$ cat config.mk
export PLATFORM = sky130hd
export DESIGN_NAME = encoder_heading_odometry_unit_flat
export DESIGN_NICKNAME = d
export VERILOG_FILES = /design/src/rtl/eho_pkg.sv /design/src/rtl/eho_if.sv /design/src/rtl/eho_cordic.sv /design/src/rtl/encoder_heading_odometry_unit.sv /design/src/flat_wrapper.sv
export SDC_FILE = /design/constraint.sdc
export NUM_CORES = 2
export LEC_CHECK = 0
export BUFFER_PORTS_ARGS = -buffer_cell sky130_fd_sc_hd__buf_4
export CAP_MARGIN = 10
export CORE_ASPECT_RATIO = 1.5
export CORE_MARGIN = 4
export CORE_UTILIZATION = 45
export CTS_BUF_LIST = sky130_fd_sc_hd__clkbuf_16
export DETAILED_ROUTE_END_ITERATION = 12
export SLEW_MARGIN = 15
export SYNTH_ARGS = -nofsm -noshare
export SYNTH_HDL_FRONTEND = slang
export SYNTH_SLANG_ARGS = --single-unit
$ cat constraint.sdc
create_clock -name i_clk -period 15.9 [get_ports i_clk]
set_clock_uncertainty 0.1 [all_clocks]
set_input_delay 3.18 -clock i_clk [delete_from_list [all_inputs] [get_ports i_clk]]
set_output_delay 3.18 -clock i_clk [all_outputs]
set_load 0.005 [all_outputs]
$ cat src/rtl/eho_pkg.sv
// Package for the encoder heading odometry unit: field widths, fixed-point
// constants, function codes, CORDIC request/response types, arctangent table.
// No dependencies.
`default_nettype none

package eho_pkg;

    // Defaults for the top-level parameters
    localparam int POSITION_WIDTH_DEF = 32;
    localparam int CORDIC_STEPS_DEF   = 16;

    // Field widths
    localparam int FUNC_W   = 2;
    localparam int POS_IN_W = 32;
    localparam int HEAD_W   = 15;
    localparam int ACC_W    = 32;
    localparam int SCALE_W  = 16;

    // Datapath widths
    localparam int DIST_W  = 48;  // saturated change times Q16 scale
    localparam int TRIG_W  = 17;  // rounded Q15 sin / cos
    localparam int PROD_W  = 63;  // distance times trig, kept modulo 2^63
    localparam int Q30_W   = 32;  // CORDIC x / y
    localparam int Z_W     = 26;  // CORDIC angle, degrees times 65536
    localparam int ATAN_W  = 23;
    localparam int ANGLE_W = 16;  // folded heading, 1/64 degree
    localparam int CNT_W   = 5;

    localparam logic [CNT_W-1:0] DIST_STEPS = CNT_W'(SCALE_W);
    localparam logic [CNT_W-1:0] MUL_LAST   = CNT_W'(TRIG_W - 1);

    localparam logic [SCALE_W-1:0]      SCALE_RESET     = 16'd15807;
    localparam logic signed [Q30_W-1:0] CORDIC_GAIN_Q30 = 32'sd652032874;
    localparam logic signed [Q30_W-1:0] ROUND_Q15       = 32'sd16384;
    localparam logic [PROD_W-1:0]       PROD_ROUND      = {32'd0, 1'b1, 30'd0};

    // Heading turns in 1/64 degree
    localparam logic signed [ANGLE_W-1:0] FULL_TURN         = 16'sd23040;
    localparam logic signed [ANGLE_W-1:0] HALF_TURN         = 16'sd11520;
    localparam logic signed [ANGLE_W-1:0] NEG_HALF_TURN     = -16'sd11520;
    localparam logic signed [ANGLE_W-1:0] QUARTER_TURN      = 16'sd5760;
    localparam logic signed [ANGLE_W-1:0] NEG_QUARTER_TURN  = -16'sd5760;

    typedef enum logic [FUNC_W-1:0] {
        FUNC_TICK = 2'd0,
        FUNC_SET  = 2'd1,
        FUNC_ZERO = 2'd2
    } t_func;

    typedef struct packed {
        logic                     start;
        logic signed [HEAD_W-1:0] heading;
    } t_cordic_req;

    typedef struct packed {
        logic                     done;
        logic signed [TRIG_W-1:0] sin_q15;
        logic signed [TRIG_W-1:0] cos_q15;
    } t_cordic_rsp;

    // atan(2^-i) in degrees times 65536
    function automatic logic [ATAN_W-1:0] atan_entry(input logic [4:0] idx);
        logic [ATAN_W-1:0] v;
        unique case (idx)
            5'd0:  v = 23'd2949120;
            5'd1:  v = 23'd1740967;
            5'd2:  v = 23'd919879;
            5'd3:  v = 23'd466945;
            5'd4:  v = 23'd234379;
            5'd5:  v = 23'd117304;
            5'd6:  v = 23'd58666;
            5'd7:  v = 23'd29335;
            5'd8:  v = 23'd14668;
            5'd9:  v = 23'd7334;
            5'd10: v = 23'd3667;
            5'd11: v = 23'd1833;
            5'd12: v = 23'd917;
            5'd13: v = 23'd458;
            5'd14: v = 23'd229;
            5'd15: v = 23'd115;
            5'd16: v = 23'd57;
            5'd17: v = 23'd29;
            5'd18: v = 23'd14;
            5'd19: v = 23'd7;
            5'd20: v = 23'd4;
            5'd21: v = 23'd2;
            5'd22: v = 23'd1;
            default: v = '0;
        endcase
        return v;
    endfunction

endpackage

`default_nettype wire

$ cat src/rtl/eho_if.sv
// Valid/ready channel interfaces of the encoder heading odometry unit:
// the input word (tick, set, zero) and the pose result word. Uses eho_pkg.
`default_nettype none

interface eho_in_if import eho_pkg::*; ();
    logic                       valid;
    logic                       ready;
    logic [FUNC_W-1:0]          func;
    logic signed [POS_IN_W-1:0] left_position;
    logic signed [POS_IN_W-1:0] right_position;
    logic signed [HEAD_W-1:0]   heading;
    logic signed [ACC_W-1:0]    new_x;
    logic signed [ACC_W-1:0]    new_y;
    logic                       set_x;
    logic                       set_y;
    logic                       set_heading;

    modport source (
        output valid, func, left_position, right_position, heading,
               new_x, new_y, set_x, set_y, set_heading,
        input  ready
    );

    modport sink (
        input  valid, func, left_position, right_position, heading,
               new_x, new_y, set_x, set_y, set_heading,
        output ready
    );
endinterface

interface eho_out_if import eho_pkg::*; ();
    logic                     valid;
    logic                     ready;
    logic signed [ACC_W-1:0]  x_pos;
    logic signed [ACC_W-1:0]  y_pos;
    logic signed [HEAD_W-1:0] heading_out;

    modport source (
        output valid, x_pos, y_pos, heading_out,
        input  ready
    );

    modport sink (
        input  valid, x_pos, y_pos, heading_out,
        output ready
    );
endinterface

`default_nettype wire

$ cat src/rtl/eho_cordic.sv
// Iterative rotation-mode CORDIC: folds a heading into +-90 degrees and
// returns rounded Q15 sin and cos, one micro-rotation per cycle. Uses eho_pkg.
`default_nettype none

module eho_cordic import eho_pkg::*; #(
    parameter int CORDIC_STEPS = CORDIC_STEPS_DEF
) (
    input  logic        i_clk,
    input  logic        i_rst_n,
    input  t_cordic_req i_req,
    output t_cordic_rsp o_rsp
);

    localparam int IT_W = $clog2(CORDIC_STEPS);

    typedef enum logic [1:0] {
        S_IDLE,
        S_ROT,
        S_FIX,
        S_RND
    } t_state;

    t_state                   r_state;
    logic [IT_W-1:0]          r_cnt;
    logic signed [Q30_W-1:0]  r_x;
    logic signed [Q30_W-1:0]  r_y;
    logic signed [Z_W-1:0]    r_z;
    logic                     r_neg;
    t_cordic_rsp              r_rsp;

    logic signed [ANGLE_W-1:0] h0;
    logic signed [ANGLE_W-1:0] h1;
    logic signed [ANGLE_W-1:0] h2;
    logic                      fold_neg;
    logic signed [Z_W-1:0]     z0;

    logic signed [Q30_W-1:0] xs;
    logic signed [Q30_W-1:0] ys;
    logic signed [Z_W-1:0]   at;
    logic signed [Q30_W-1:0] n_x;
    logic signed [Q30_W-1:0] n_y;
    logic signed [Z_W-1:0]   n_z;
    logic signed [Q30_W-1:0] rnd_x;
    logic signed [Q30_W-1:0] rnd_y;

    // Fold the heading into one turn, then into the right half plane
    always_comb begin
        h0 = {i_req.heading[HEAD_W-1], i_req.heading};
        h1 = h0;
        if (h0 > HALF_TURN) begin
            h1 = h0 - FULL_TURN;
        end else if (h0 < NEG_HALF_TURN) begin
            h1 = h0 + FULL_TURN;
        end
        h2       = h1;
        fold_neg = 1'b0;
        if (h1 > QUARTER_TURN) begin
            h2       = h1 - HALF_TURN;
            fold_neg = 1'b1;
        end else if (h1 < NEG_QUARTER_TURN) begin
            h2       = h1 + HALF_TURN;
            fold_neg = 1'b1;
        end
        z0 = {h2, 10'd0};
    end

    // One micro-rotation, direction from the sign of the residual angle
    always_comb begin
        xs = r_x >>> r_cnt;
        ys = r_y >>> r_cnt;
        at = {{(Z_W - ATAN_W){1'b0}}, atan_entry(5'(r_cnt))};
        if (!r_z[Z_W-1]) begin
            n_x = r_x - ys;
            n_y = r_y + xs;
            n_z = r_z - at;
        end else begin
            n_x = r_x + ys;
            n_y = r_y - xs;
            n_z = r_z + at;
        end
        rnd_x = r_x + ROUND_Q15;
        rnd_y = r_y + ROUND_Q15;
    end

    always_ff @(posedge i_clk) begin
        if (!i_rst_n) begin
            r_state    <= S_IDLE;
            r_cnt      <= '0;
            r_rsp.done <= 1'b0;
        end else begin
            r_rsp.done <= (r_state == S_RND);
            unique case (r_state)
                S_IDLE: begin
                    if (i_req.start) begin
                        r_x     <= CORDIC_GAIN_Q30;
                        r_y     <= '0;
                        r_z     <= z0;
                        r_neg   <= fold_neg;
                        r_cnt   <= '0;
                        r_state <= S_ROT;
                    end
                end
                S_ROT: begin
                    r_x <= n_x;
                    r_y <= n_y;
                    r_z <= n_z;
                    if (r_cnt == IT_W'(CORDIC_STEPS - 1)) begin
                        r_state <= S_FIX;
                    end else begin
                        r_cnt <= r_cnt + IT_W'(1);
                    end
                end
                S_FIX: begin
                    // undo the half-turn fold
                    if (r_neg) begin
                        r_x <= -r_x;
                        r_y <= -r_y;
                    end
                    r_state <= S_RND;
                end
                S_RND: begin
                    r_rsp.cos_q15 <= rnd_x[Q30_W-1 -: TRIG_W];
                    r_rsp.sin_q15 <= rnd_y[Q30_W-1 -: TRIG_W];
                    r_state       <= S_IDLE;
                end
                default: r_state <= S_IDLE;
            endcase
        end
    end

    assign o_rsp = r_rsp;

endmodule

`default_nettype wire

$ cat src/rtl/encoder_heading_odometry_unit.sv
// Encoder heading odometry unit: dead-reckoning pose from two drive encoders
// and an absolute heading. Uses eho_pkg, eho_in_if / eho_out_if, eho_cordic.
//
// Channels: i_in carries one input word (func tick / set / zero, encoder
// positions, heading, new pose parts); o_out carries one pose word (x, y,
// heading) for every input word. Both are valid/ready; a word moves on a
// clock edge with valid and ready high. i_cfg_we / i_cfg_wdata write the Q16
// distance scale; write it only while no word is in flight.
// Flow: a tick passes the offset and change states, then the CORDIC rotator
// with the distance multiply running beside it, then a bit-serial trig
// multiply and the accumulate state before its pose is loaded; the next word
// can be taken in the cycle after the result is loaded. Set and zero words
// go through the apply state instead.
// Ready is high only while the unit is idle. A finished pose waits in the
// output register; while the receiver stalls the unit holds the next pose in
// its last state and accepts nothing new.
// Reset (synchronous, active low) clears x, y, heading, the encoder offset and
// the previous sum, sets the scale to its default and drops o_out.valid.
`default_nettype none

module encoder_heading_odometry_unit import eho_pkg::*; #(
    parameter int POSITION_WIDTH = POSITION_WIDTH_DEF,
    parameter int CORDIC_STEPS   = CORDIC_STEPS_DEF
) (
    input  logic               i_clk,
    input  logic               i_rst_n,
    input  logic               i_cfg_we,
    input  logic [SCALE_W-1:0] i_cfg_wdata,
    eho_in_if.sink             i_in,
    eho_out_if.source          o_out
);

    localparam int SUM_W = POSITION_WIDTH + 1;
    localparam int EXT_W = (SUM_W > 32) ? SUM_W : 33;

    localparam logic signed [EXT_W-1:0] CHG_MAX = EXT_W'(signed'(32'h7fff_ffff));
    localparam logic signed [EXT_W-1:0] CHG_MIN = EXT_W'(signed'(32'h8000_0000));

    typedef enum logic [2:0] {
        S_IDLE,
        S_APPLY,
        S_REL,
        S_CHG,
        S_ROT,
        S_MUL,
        S_ACC,
        S_DONE
    } t_state;

    t_state r_state;

    // Architectural state
    logic [SCALE_W-1:0] r_scale;
    logic [ACC_W-1:0]   r_x_acc;
    logic [ACC_W-1:0]   r_y_acc;
    logic [HEAD_W-1:0]  r_heading_acc;
    logic [SUM_W-1:0]   r_prev;
    logic [SUM_W-1:0]   r_offset;

    // Latched input word
    logic [FUNC_W-1:0] r_func;
    logic [HEAD_W-1:0] r_heading;
    logic [ACC_W-1:0]  r_new_x;
    logic [ACC_W-1:0]  r_new_y;
    logic              r_set_x;
    logic              r_set_y;
    logic              r_set_heading;

    // Datapath
    logic [SUM_W-1:0]         r_sum;
    logic [SUM_W-1:0]         r_rel;
    logic [CNT_W-1:0]         r_cnt;
    logic [DIST_W-1:0]        r_dcand;
    logic signed [DIST_W-1:0] r_dist;
    logic [SCALE_W-1:0]       r_scl_sh;
    logic [PROD_W-1:0]        r_mcand;
    logic [PROD_W-1:0]        r_prod_x;
    logic [PROD_W-1:0]        r_prod_y;
    logic [TRIG_W-1:0]        r_tx_sh;
    logic [TRIG_W-1:0]        r_ty_sh;
    logic                     r_trig_ok;
    logic                     r_cor_start;

    // Output register
    logic              r_out_valid;
    logic [ACC_W-1:0]  r_out_x;
    logic [ACC_W-1:0]  r_out_y;
    logic [HEAD_W-1:0] r_out_heading;

    logic signed [POSITION_WIDTH-1:0] lp_pw;
    logic signed [POSITION_WIDTH-1:0] rp_pw;
    logic [SUM_W-1:0]                 n_sum;
    logic [SUM_W-1:0]                 n_rel;
    logic [SUM_W-1:0]                 n_delta;
    logic signed [EXT_W-1:0]          chg_ext;
    logic signed [ACC_W-1:0]          n_chg;
    logic signed [DIST_W-1:0]         n_dist;
    logic [PROD_W-1:0]                add_x;
    logic [PROD_W-1:0]                add_y;
    logic [PROD_W-1:0]                n_prod_x;
    logic [PROD_W-1:0]                n_prod_y;

    t_cordic_req w_req;
    t_cordic_rsp w_rsp;

    assign lp_pw = POSITION_WIDTH'(i_in.left_position);
    assign rp_pw = POSITION_WIDTH'(i_in.right_position);

    always_comb begin
        // encoder sum, offset removal and change all wrap at SUM_W bits
        n_sum   = SUM_W'(lp_pw) + SUM_W'(rp_pw);
        n_rel   = r_sum - r_offset;
        n_delta = r_rel - r_prev;
        chg_ext = EXT_W'(signed'(n_delta));
        // clamp the change to the 32-bit signed range before scaling
        if (chg_ext > CHG_MAX) begin
            n_chg = CHG_MAX[ACC_W-1:0];
        end else if (chg_ext < CHG_MIN) begin
            n_chg = CHG_MIN[ACC_W-1:0];
        end else begin
            n_chg = chg_ext[ACC_W-1:0];
        end

        // distance: one scale bit per cycle, unsigned multiplier
        n_dist = r_dist + (r_scl_sh[0] ? r_dcand : '0);

        // distance times trig: one trig bit per cycle, the top bit weighs negative
        add_x = r_tx_sh[0] ? r_mcand : '0;
        add_y = r_ty_sh[0] ? r_mcand : '0;
        if (r_cnt == MUL_LAST) begin
            n_prod_x = r_prod_x - add_x;
            n_prod_y = r_prod_y - add_y;
        end else begin
            n_prod_x = r_prod_x + add_x;
            n_prod_y = r_prod_y + add_y;
        end
    end

    assign w_req.start   = r_cor_start;
    assign w_req.heading = r_heading;

    eho_cordic #(
        .CORDIC_STEPS (CORDIC_STEPS)
    ) u_cordic (
        .i_clk   (i_clk),
        .i_rst_n (i_rst_n),
        .i_req   (w_req),
        .o_rsp   (w_rsp)
    );

    always_ff @(posedge i_clk) begin
        if (!i_rst_n) begin
            r_state       <= S_IDLE;
            r_out_valid   <= 1'b0;
            r_cor_start   <= 1'b0;
            r_trig_ok     <= 1'b0;
            r_cnt         <= '0;
            r_scale       <= SCALE_RESET;
            r_x_acc       <= '0;
            r_y_acc       <= '0;
            r_heading_acc <= '0;
            r_prev        <= '0;
            r_offset      <= '0;
        end else begin
            // kick the rotator as the change is taken
            r_cor_start <= (r_state == S_CHG);
            if (i_cfg_we) begin
                r_scale <= i_cfg_wdata;
            end
            // drop the result word once the receiver takes it
            if (r_out_valid && o_out.ready && r_state != S_DONE) begin
                r_out_valid <= 1'b0;
            end

            unique case (r_state)
                S_IDLE: begin
                    if (i_in.valid) begin
                        r_sum         <= n_sum;
                        r_func        <= i_in.func;
                        r_heading     <= i_in.heading;
                        r_new_x       <= i_in.new_x;
                        r_new_y       <= i_in.new_y;
                        r_set_x       <= i_in.set_x;
                        r_set_y       <= i_in.set_y;
                        r_set_heading <= i_in.set_heading;
                        r_state       <= (i_in.func == FUNC_TICK) ? S_REL : S_APPLY;
                    end
                end
                S_APPLY: begin
                    case (r_func)
                        FUNC_SET: begin
                            if (r_set_x) begin
                                r_x_acc <= r_new_x;
                            end
                            if (r_set_y) begin
                                r_y_acc <= r_new_y;
                            end
                            if (r_set_heading) begin
                                r_heading_acc <= r_heading;
                            end
                        end
                        FUNC_ZERO: begin
                            // capture the offset and restart the change history
                            r_offset <= r_sum;
                            r_prev   <= '0;
                        end
                        default: ;
                    endcase
                    r_state <= S_DONE;
                end
                S_REL: begin
                    r_rel   <= n_rel;
                    r_state <= S_CHG;
                end
                S_CHG: begin
                    r_prev      <= r_rel;
                    r_dcand     <= DIST_W'(n_chg);
                    r_dist      <= '0;
                    r_scl_sh    <= r_scale;
                    r_cnt       <= '0;
                    r_trig_ok   <= 1'b0;
                    r_state     <= S_ROT;
                end
                S_ROT: begin
                    // hold sin / cos in the multiplier shift registers
                    if (w_rsp.done) begin
                        r_tx_sh   <= w_rsp.sin_q15;
                        r_ty_sh   <= w_rsp.cos_q15;
                        r_trig_ok <= 1'b1;
                    end
                    if (r_cnt != DIST_STEPS) begin
                        r_dist   <= n_dist;
                        r_dcand  <= r_dcand << 1;
                        r_scl_sh <= r_scl_sh >> 1;
                        r_cnt    <= r_cnt + CNT_W'(1);
                    end else if (r_trig_ok) begin
                        // preload the half-LSB so the step rounds half up
                        r_prod_x <= PROD_ROUND;
                        r_prod_y <= PROD_ROUND;
                        r_mcand  <= PROD_W'(r_dist);
                        r_cnt    <= '0;
                        r_state  <= S_MUL;
                    end
                end
                S_MUL: begin
                    r_prod_x <= n_prod_x;
                    r_prod_y <= n_prod_y;
                    r_mcand  <= r_mcand << 1;
                    r_tx_sh  <= r_tx_sh >> 1;
                    r_ty_sh  <= r_ty_sh >> 1;
                    if (r_cnt == MUL_LAST) begin
                        r_state <= S_ACC;
                    end else begin
                        r_cnt <= r_cnt + CNT_W'(1);
                    end
                end
                S_ACC: begin
                    // the step is the product shifted right by 31, wrapped to 32 bits
                    r_x_acc       <= r_x_acc + r_prod_x[PROD_W-1 -: ACC_W];
                    r_y_acc       <= r_y_acc + r_prod_y[PROD_W-1 -: ACC_W];
                    r_heading_acc <= r_heading;
                    r_state       <= S_DONE;
                end
                S_DONE: begin
                    if (!r_out_valid || o_out.ready) begin
                        r_out_valid   <= 1'b1;
                        r_out_x       <= r_x_acc;
                        r_out_y       <= r_y_acc;
                        r_out_heading <= r_heading_acc;
                        r_state       <= S_IDLE;
                    end
                end
                default: r_state <= S_IDLE;
            endcase
        end
    end

    assign i_in.ready        = (r_state == S_IDLE);
    assign o_out.valid       = r_out_valid;
    assign o_out.x_pos       = r_out_x;
    assign o_out.y_pos       = r_out_y;
    assign o_out.heading_out = r_out_heading;

`ifndef NO_ASSERTIONS
    // The rotator answers only while a tick waits for it, and only once
    a_trig_in_rot: assert property (@(posedge i_clk) disable iff (!i_rst_n)
        w_rsp.done |-> (r_state == S_ROT && !r_trig_ok))
        else $error("CORDIC result outside the rotate phase");

    // The trig multiply never starts without sin and cos loaded
    a_mul_has_trig: assert property (@(posedge i_clk) disable iff (!i_rst_n)
        (r_state == S_MUL) |-> r_trig_ok)
        else $error("trig multiply running without CORDIC result");

    // Step counter stays within the longest serial pass
    a_cnt_range: assert property (@(posedge i_clk) disable iff (!i_rst_n)
        r_cnt <= DIST_STEPS)
        else $error("serial step counter out of range");

    // A result word appears only when an item finishes
    a_out_from_done: assert property (@(posedge i_clk) disable iff (!i_rst_n)
        $rose(r_out_valid) |-> $past(r_state == S_DONE))
        else $error("result word raised outside the finish state");
`endif

endmodule

`default_nettype wire

$ cat src/flat_wrapper.sv
// flat-port wrapper written by rule: the top's interface ports become plain ports
module encoder_heading_odometry_unit_flat import eho_pkg::*;
#(
    parameter int POSITION_WIDTH = POSITION_WIDTH_DEF,
    parameter int CORDIC_STEPS   = CORDIC_STEPS_DEF
)
  (i_clk, i_rst_n, i_cfg_we, i_cfg_wdata, i_in_valid, i_in_func, i_in_left_position, i_in_right_position, i_in_heading, i_in_new_x, i_in_new_y, i_in_set_x, i_in_set_y, i_in_set_heading, i_in_ready, o_out_valid, o_out_x_pos, o_out_y_pos, o_out_heading_out, o_out_ready);
  eho_in_if i_in_i ();
  eho_out_if o_out_i ();
  input  logic i_clk;
  input  logic i_rst_n;
  input  logic i_cfg_we;
  input  logic [SCALE_W-1:0] i_cfg_wdata;
  input wire logic [$bits(i_in_i.valid)-1:0] i_in_valid;
  input wire logic [$bits(i_in_i.func)-1:0] i_in_func;
  input wire logic [$bits(i_in_i.left_position)-1:0] i_in_left_position;
  input wire logic [$bits(i_in_i.right_position)-1:0] i_in_right_position;
  input wire logic [$bits(i_in_i.heading)-1:0] i_in_heading;
  input wire logic [$bits(i_in_i.new_x)-1:0] i_in_new_x;
  input wire logic [$bits(i_in_i.new_y)-1:0] i_in_new_y;
  input wire logic [$bits(i_in_i.set_x)-1:0] i_in_set_x;
  input wire logic [$bits(i_in_i.set_y)-1:0] i_in_set_y;
  input wire logic [$bits(i_in_i.set_heading)-1:0] i_in_set_heading;
  output wire logic [$bits(i_in_i.ready)-1:0] i_in_ready;
  output wire logic [$bits(o_out_i.valid)-1:0] o_out_valid;
  output wire logic [$bits(o_out_i.x_pos)-1:0] o_out_x_pos;
  output wire logic [$bits(o_out_i.y_pos)-1:0] o_out_y_pos;
  output wire logic [$bits(o_out_i.heading_out)-1:0] o_out_heading_out;
  input wire logic [$bits(o_out_i.ready)-1:0] o_out_ready;
  assign i_in_i.valid = i_in_valid;
  assign i_in_i.func = i_in_func;
  assign i_in_i.left_position = i_in_left_position;
  assign i_in_i.right_position = i_in_right_position;
  assign i_in_i.heading = i_in_heading;
  assign i_in_i.new_x = i_in_new_x;
  assign i_in_i.new_y = i_in_new_y;
  assign i_in_i.set_x = i_in_set_x;
  assign i_in_i.set_y = i_in_set_y;
  assign i_in_i.set_heading = i_in_set_heading;
  assign i_in_ready = i_in_i.ready;
  assign o_out_valid = o_out_i.valid;
  assign o_out_x_pos = o_out_i.x_pos;
  assign o_out_y_pos = o_out_i.y_pos;
  assign o_out_heading_out = o_out_i.heading_out;
  assign o_out_i.ready = o_out_ready;
  encoder_heading_odometry_unit #(.POSITION_WIDTH(POSITION_WIDTH), .CORDIC_STEPS(CORDIC_STEPS)) u_core (.i_clk(i_clk), .i_rst_n(i_rst_n), .i_cfg_we(i_cfg_we), .i_cfg_wdata(i_cfg_wdata), .i_in(i_in_i), .o_out(o_out_i));
endmodule
==> run_results.csv <==
group,metric,value,unit
clocking,clk_path_buf_depth,3,
worst_setup_path,cp_max_fo,9,
worst_setup_path,critical_path_class,"register to register",
logic_synthesis,synth_largest_type_area_fraction,31.7,%
die,number_of_ports_placed_on_the_die_boundary,250,
logic_synthesis,synth_ff_type,"sky130_fd_sc_hd__edfxtp_1",
die,floorplan.initialDensity,45.4,%
clocking,clkTransAtPathRegs,0.06,ns
sta,max-slew-margin-rel,21.1,%
worst_setup_path,crit_path_cell_trace,"nor4_1 > nand4_1 > o21ai_0 > nand3_1 > a2111oi_0 > a31oi_1 > nand3_1 > o211ai_1 > ha_1 > a21o_1 > a21oi_1 > nor2b_1 > nor4_1 > o41ai_1 > or3_1 > o21ai_1 > o41ai_1 > a41oi_1 > or3_1 > a21oi_1",
die,die_x,319,um
sta,min_period_over_period,42.5,%
hold_path,worst_hold_path.num_cells,0,
drt,wl_met2,101,mm
status,outcome,"complete, no violations",
die,die_h,474,um
sta,rsz0062_at_grt,"no",
clocking,tritoncts.num_buffers,96,
sta,min_period,6.76,ns
logic_synthesis,post_synth_inst_count,7153,
global_route,via_count_of_the_first_global_routing_pass,53316,
placed_design,gp_congestion,0.923,
worst_setup_path,timing.rr.end,"u_core.r_prod_x[61]",
logic_synthesis,mapped_nets,7788,
worst_setup_path,cp-end-kind,"register",
global_route,wire_length_of_the_first_global_routing_pass,295,mm
drt,vias_per_cell,5.85,
global_route,pin_count_of_the_biggest_net_entering_global_routing,132,
sta,max_clock_freq,0.148,GHz
final_layout,areaGrowthSynthToFinish,10.1,%
logic_synthesis,synth_seq_cells,890,
global_route,antenna_found_initial,1,
die,floorplan.die_area,151000,um^2
global_route,grt_usage,24.3,%
worst_setup_path,worstReg2RegStart,"u_core.r_mcand[8]",
hold_path,worst_hold_startpoint,"u_core.r_heading_acc[0]",
logic_synthesis,syn_area_per_cell,9.12,um^2
worst_setup_path,timing.critical_path.arrival,7.26,ns
drt,detailroute.via_count,53641,
worst_setup_path,startpoint_type,"register",
pwr,total_power_divided_by_cell_area,110,nW/um^2
sta,hold_violations,0,
logic_synthesis,synthArstFlopShare,0,%
logic_synthesis,synth_top_cells_by_area,"sky130_fd_sc_hd__edfxtp_1 32%, sky130_fd_sc_hd__ha_1 8.7%, sky130_fd_sc_hd__dfxtp_1 6.2%",
die,coreArea,144000,um^2
clocking,cts.root.buffer_cell,"sky130_fd_sc_hd__clkbuf_16",
drt,remaining_drc_errors,0,
logic_synthesis,most_area_hungry_cell_type_in_the_yosys_netlist,"sky130_fd_sc_hd__edfxtp_1",
drt,drt_antenna_net_count,0,
clocking,cts_tree,"built",
sta,finalMaxSlewViolations,0,
logic_synthesis,synth_enable_flop_cells,689,
clocking,cts.sink_count,890,
clocking,htreeDepth,3,
placed_design,port-buffer-count,249,
clocking,post_cts_buffers,0,
drt,drt-initial-drc-count,3448,
drt,routed_wl,191,mm
logic_synthesis,netlist-cell-type-count,111,
final_layout,layout.cells.non_filler,9166,
die,std_cell_rows,170,
placed_design,post-place-cells,8983,
sta,finalSetupTns,0,ns
clocking,cts.repair.resized,0,
hold_path,worstHoldEndpoint,"u_core.o_out.heading_out[0]",
pwr,ir_drop,0.0000873,V
final_layout,final_core_util,50.0,%
worst_setup_path,worst_r2r_path_depth,20,
hold_path,hold_class,"register to register",
clocking,worstSkewPairLatency,0.75,ns
clocking,cts_hold_repair.buffers,0,
drt,routedWlPerCell,20.8,um
logic_synthesis,yosys_warnings,0,
placed_design,dpl-instance-area,68600,um^2
drt,first_pass_drt_iterations,6,
worst_setup_path,critical-path-max-stage-delay,0.81,ns
pwr,power_leakage,0.0286,uW
final_layout,drive_above_1_share,9.21,%
sta,setup-violations-final,0,
drt,m1WireLength,72.9,mm
drt,dr_wl_met3,7.89,mm
worst_setup_path,critPathRequiredTime,16.40,ns
drt,top_layer_used,"met4",
global_route,grt-ovfl-total,0,
final_layout,fin_area,71800,um^2
worst_setup_path,ff2ff_setup_slack,9.14,ns
final_layout,nNetsFinal,7824,
run,max_cap_violations,0,
logic_synthesis,syn_area,65200,um^2
sta,max_slew.worst_pin.slew,1.17,ns
logic_synthesis,seq_area_frac_synth,37.9,%
placed_design,place_hpwl,143,mm
worst_setup_path,critical-path-slowest-cell,"sky130_fd_sc_hd__o41ai_1",
-- through the flow --
stage	hold WS, ns	setup slack (ns)	total power [uW]
after floorplan	0.308	3.23	4980
after global placement	0.312	9.22	5620
after detailed placement	0.318	9.08	5650
after CTS	0.334	9.13	7990
after global routing	0.343	8.52	8400
final	0.332	9.14	7920
-- cell usage after synthesis (all sizes together) (45+ instances only) --
master  count
buf        74
and2      108
nand4      69
a211oi     49
dfxtp     201
o21a       75
o31ai      47
nor4       48
nor2      603
xnor2     341
o21bai     57
edfxtp    689
nand2b     79
o211ai     50
nor2b      94
nand2     928
ha        455
clkbuf    307
nand3     139
mux2       57
a21o      258
or3        45
a21boi     71
nor3      122
inv       235
o21ai     344
a31oi      78
mux4       53
xor2      256
a21oi     546
mux2i     101
and3       65
-- critical path, delay by kind of cell, from the launching register on --
family | cells | cell delay, ns
AO/OA/AOI/OAI | 11 | 3.23
AND/OR/NAND/NOR | 8 | 2.35
flip-flops | 1 | 0.52
adder cells (fa/ha/maj) | 1 | 0.46
-- flip-flops by register name, summed over array words and instances, names as in the netlist, 16 cells and up --
| register | flops |
|---|---|
| u_core.r_new_y | 32 |
| u_core.r_ty_sh | 17 |
| u_core.r_dcand | 48 |
| u_core.r_dist | 48 |
| u_core.r_sum | 33 |
| u_core.u_cordic.o_rsp | 35 |
| u_core.r_mcand | 63 |
| u_core.r_prev | 33 |
| u_core.r_new_x | 32 |
| u_core.u_cordic.r_y | 32 |
| u_core.r_rel | 33 |
| u_core.r_scale | 16 |
| u_core.o_out.x_pos | 32 |
| u_core.r_scl_sh | 16 |
| u_core.u_cordic.r_z | 26 |
| u_core.r_prod_x | 63 |
| u_core.r_tx_sh | 17 |
| u_core.r_y_acc | 32 |
| u_core.u_cordic.at | 22 |
| u_core.o_out.y_pos | 32 |
| u_core.r_x_acc | 32 |
| u_core.r_prod_y | 63 |
| u_core.r_offset | 33 |
| u_core.u_cordic.r_x | 32 |
-- where the power goes --
part	switching (uW)	internal, uW	leakage (uW)
clock	1030	1270	0.00162
combinational	1570	1110	0.0190
sequential	176	2760	0.00792
total	2780	5140	0.0286
-- cells by family (layout without fill, tap and decap cells) --
| group | after synthesis | count (layout) | synth area share (%) |
|---|---|---|---|
| other cells | 0 | 2 | 0 |
| mux | 211 | 211 | 4.40 |
| compound gates | 1934 | 1934 | 19.4 |
| flops | 890 | 890 | 37.9 |
| fa+ha+maj | 497 | 497 | 9.54 |
| simple gates | 2405 | 2405 | 17.0 |
| xor+xnor | 597 | 597 | 8.02 |
| buf+inv | 619 | 738 | 3.72 |
-- cell type report --
class	count	area, um^2
multi-input cells	5644	38200
fillers	13659	71800
flip-flops and latches	890	24700
clock buffers	98	2450
clock inverters	83	769
diodes	2	5.00
well taps	1892	2370
repair buffers	319	2410
inverters	238	893
-- layout by cell type (no fill, tap or decap), drive strengths merged, types with 27 or more instances in the layout --
master	n
a21oi	546
nand2	928
o31ai	47
o221ai	38
o21ai	344
clkinv	45
nor3	122
a21o	258
nor2b	94
xor2	256
nand2b	79
maj3	31
ha	455
buf	319
or3	45
edfxtp	689
a21boi	71
nand3	139
a22oi	31
a221o	28
a31oi	78
o22ai	38
o211ai	50
mux2i	101
and2	108
dfxtp	201
inv	261
o21bai	57
a22o	41
clkbuf	98
o21a	75
nor2	603
mux4	53
mux2	57
xnor2	341
a211oi	49
or2	27
nor4	48
nand4	69
and3	65
-- worst max-delay path by stage --
stage                      start                  end  slack [ns]  cells after the start
2_1_floorplan            i_rst_n    u_core.r_mcand[0]        3.23                      5
3_3_place_gp   u_core.r_tx_sh[0]  u_core.r_prod_x[61]        9.22                     17
4_1_cts        u_core.r_mcand[8]  u_core.r_prod_x[61]        9.13                     20
5_1_grt        u_core.r_mcand[8]  u_core.r_prod_x[61]        8.52                     18
3_5_place_dp   u_core.r_mcand[8]  u_core.r_prod_x[61]        9.08                     20
6_report       u_core.r_mcand[8]  u_core.r_prod_x[61]        9.14                     20
-- routing by layer --
metal  GRT usage (%)  up-vias
met1            26.7    25740
met4            10.8        0
met3            2.70      415
met2            46.6     1323
met5               0        -
li1                -    26163
(Power assumes the default switching activity.)
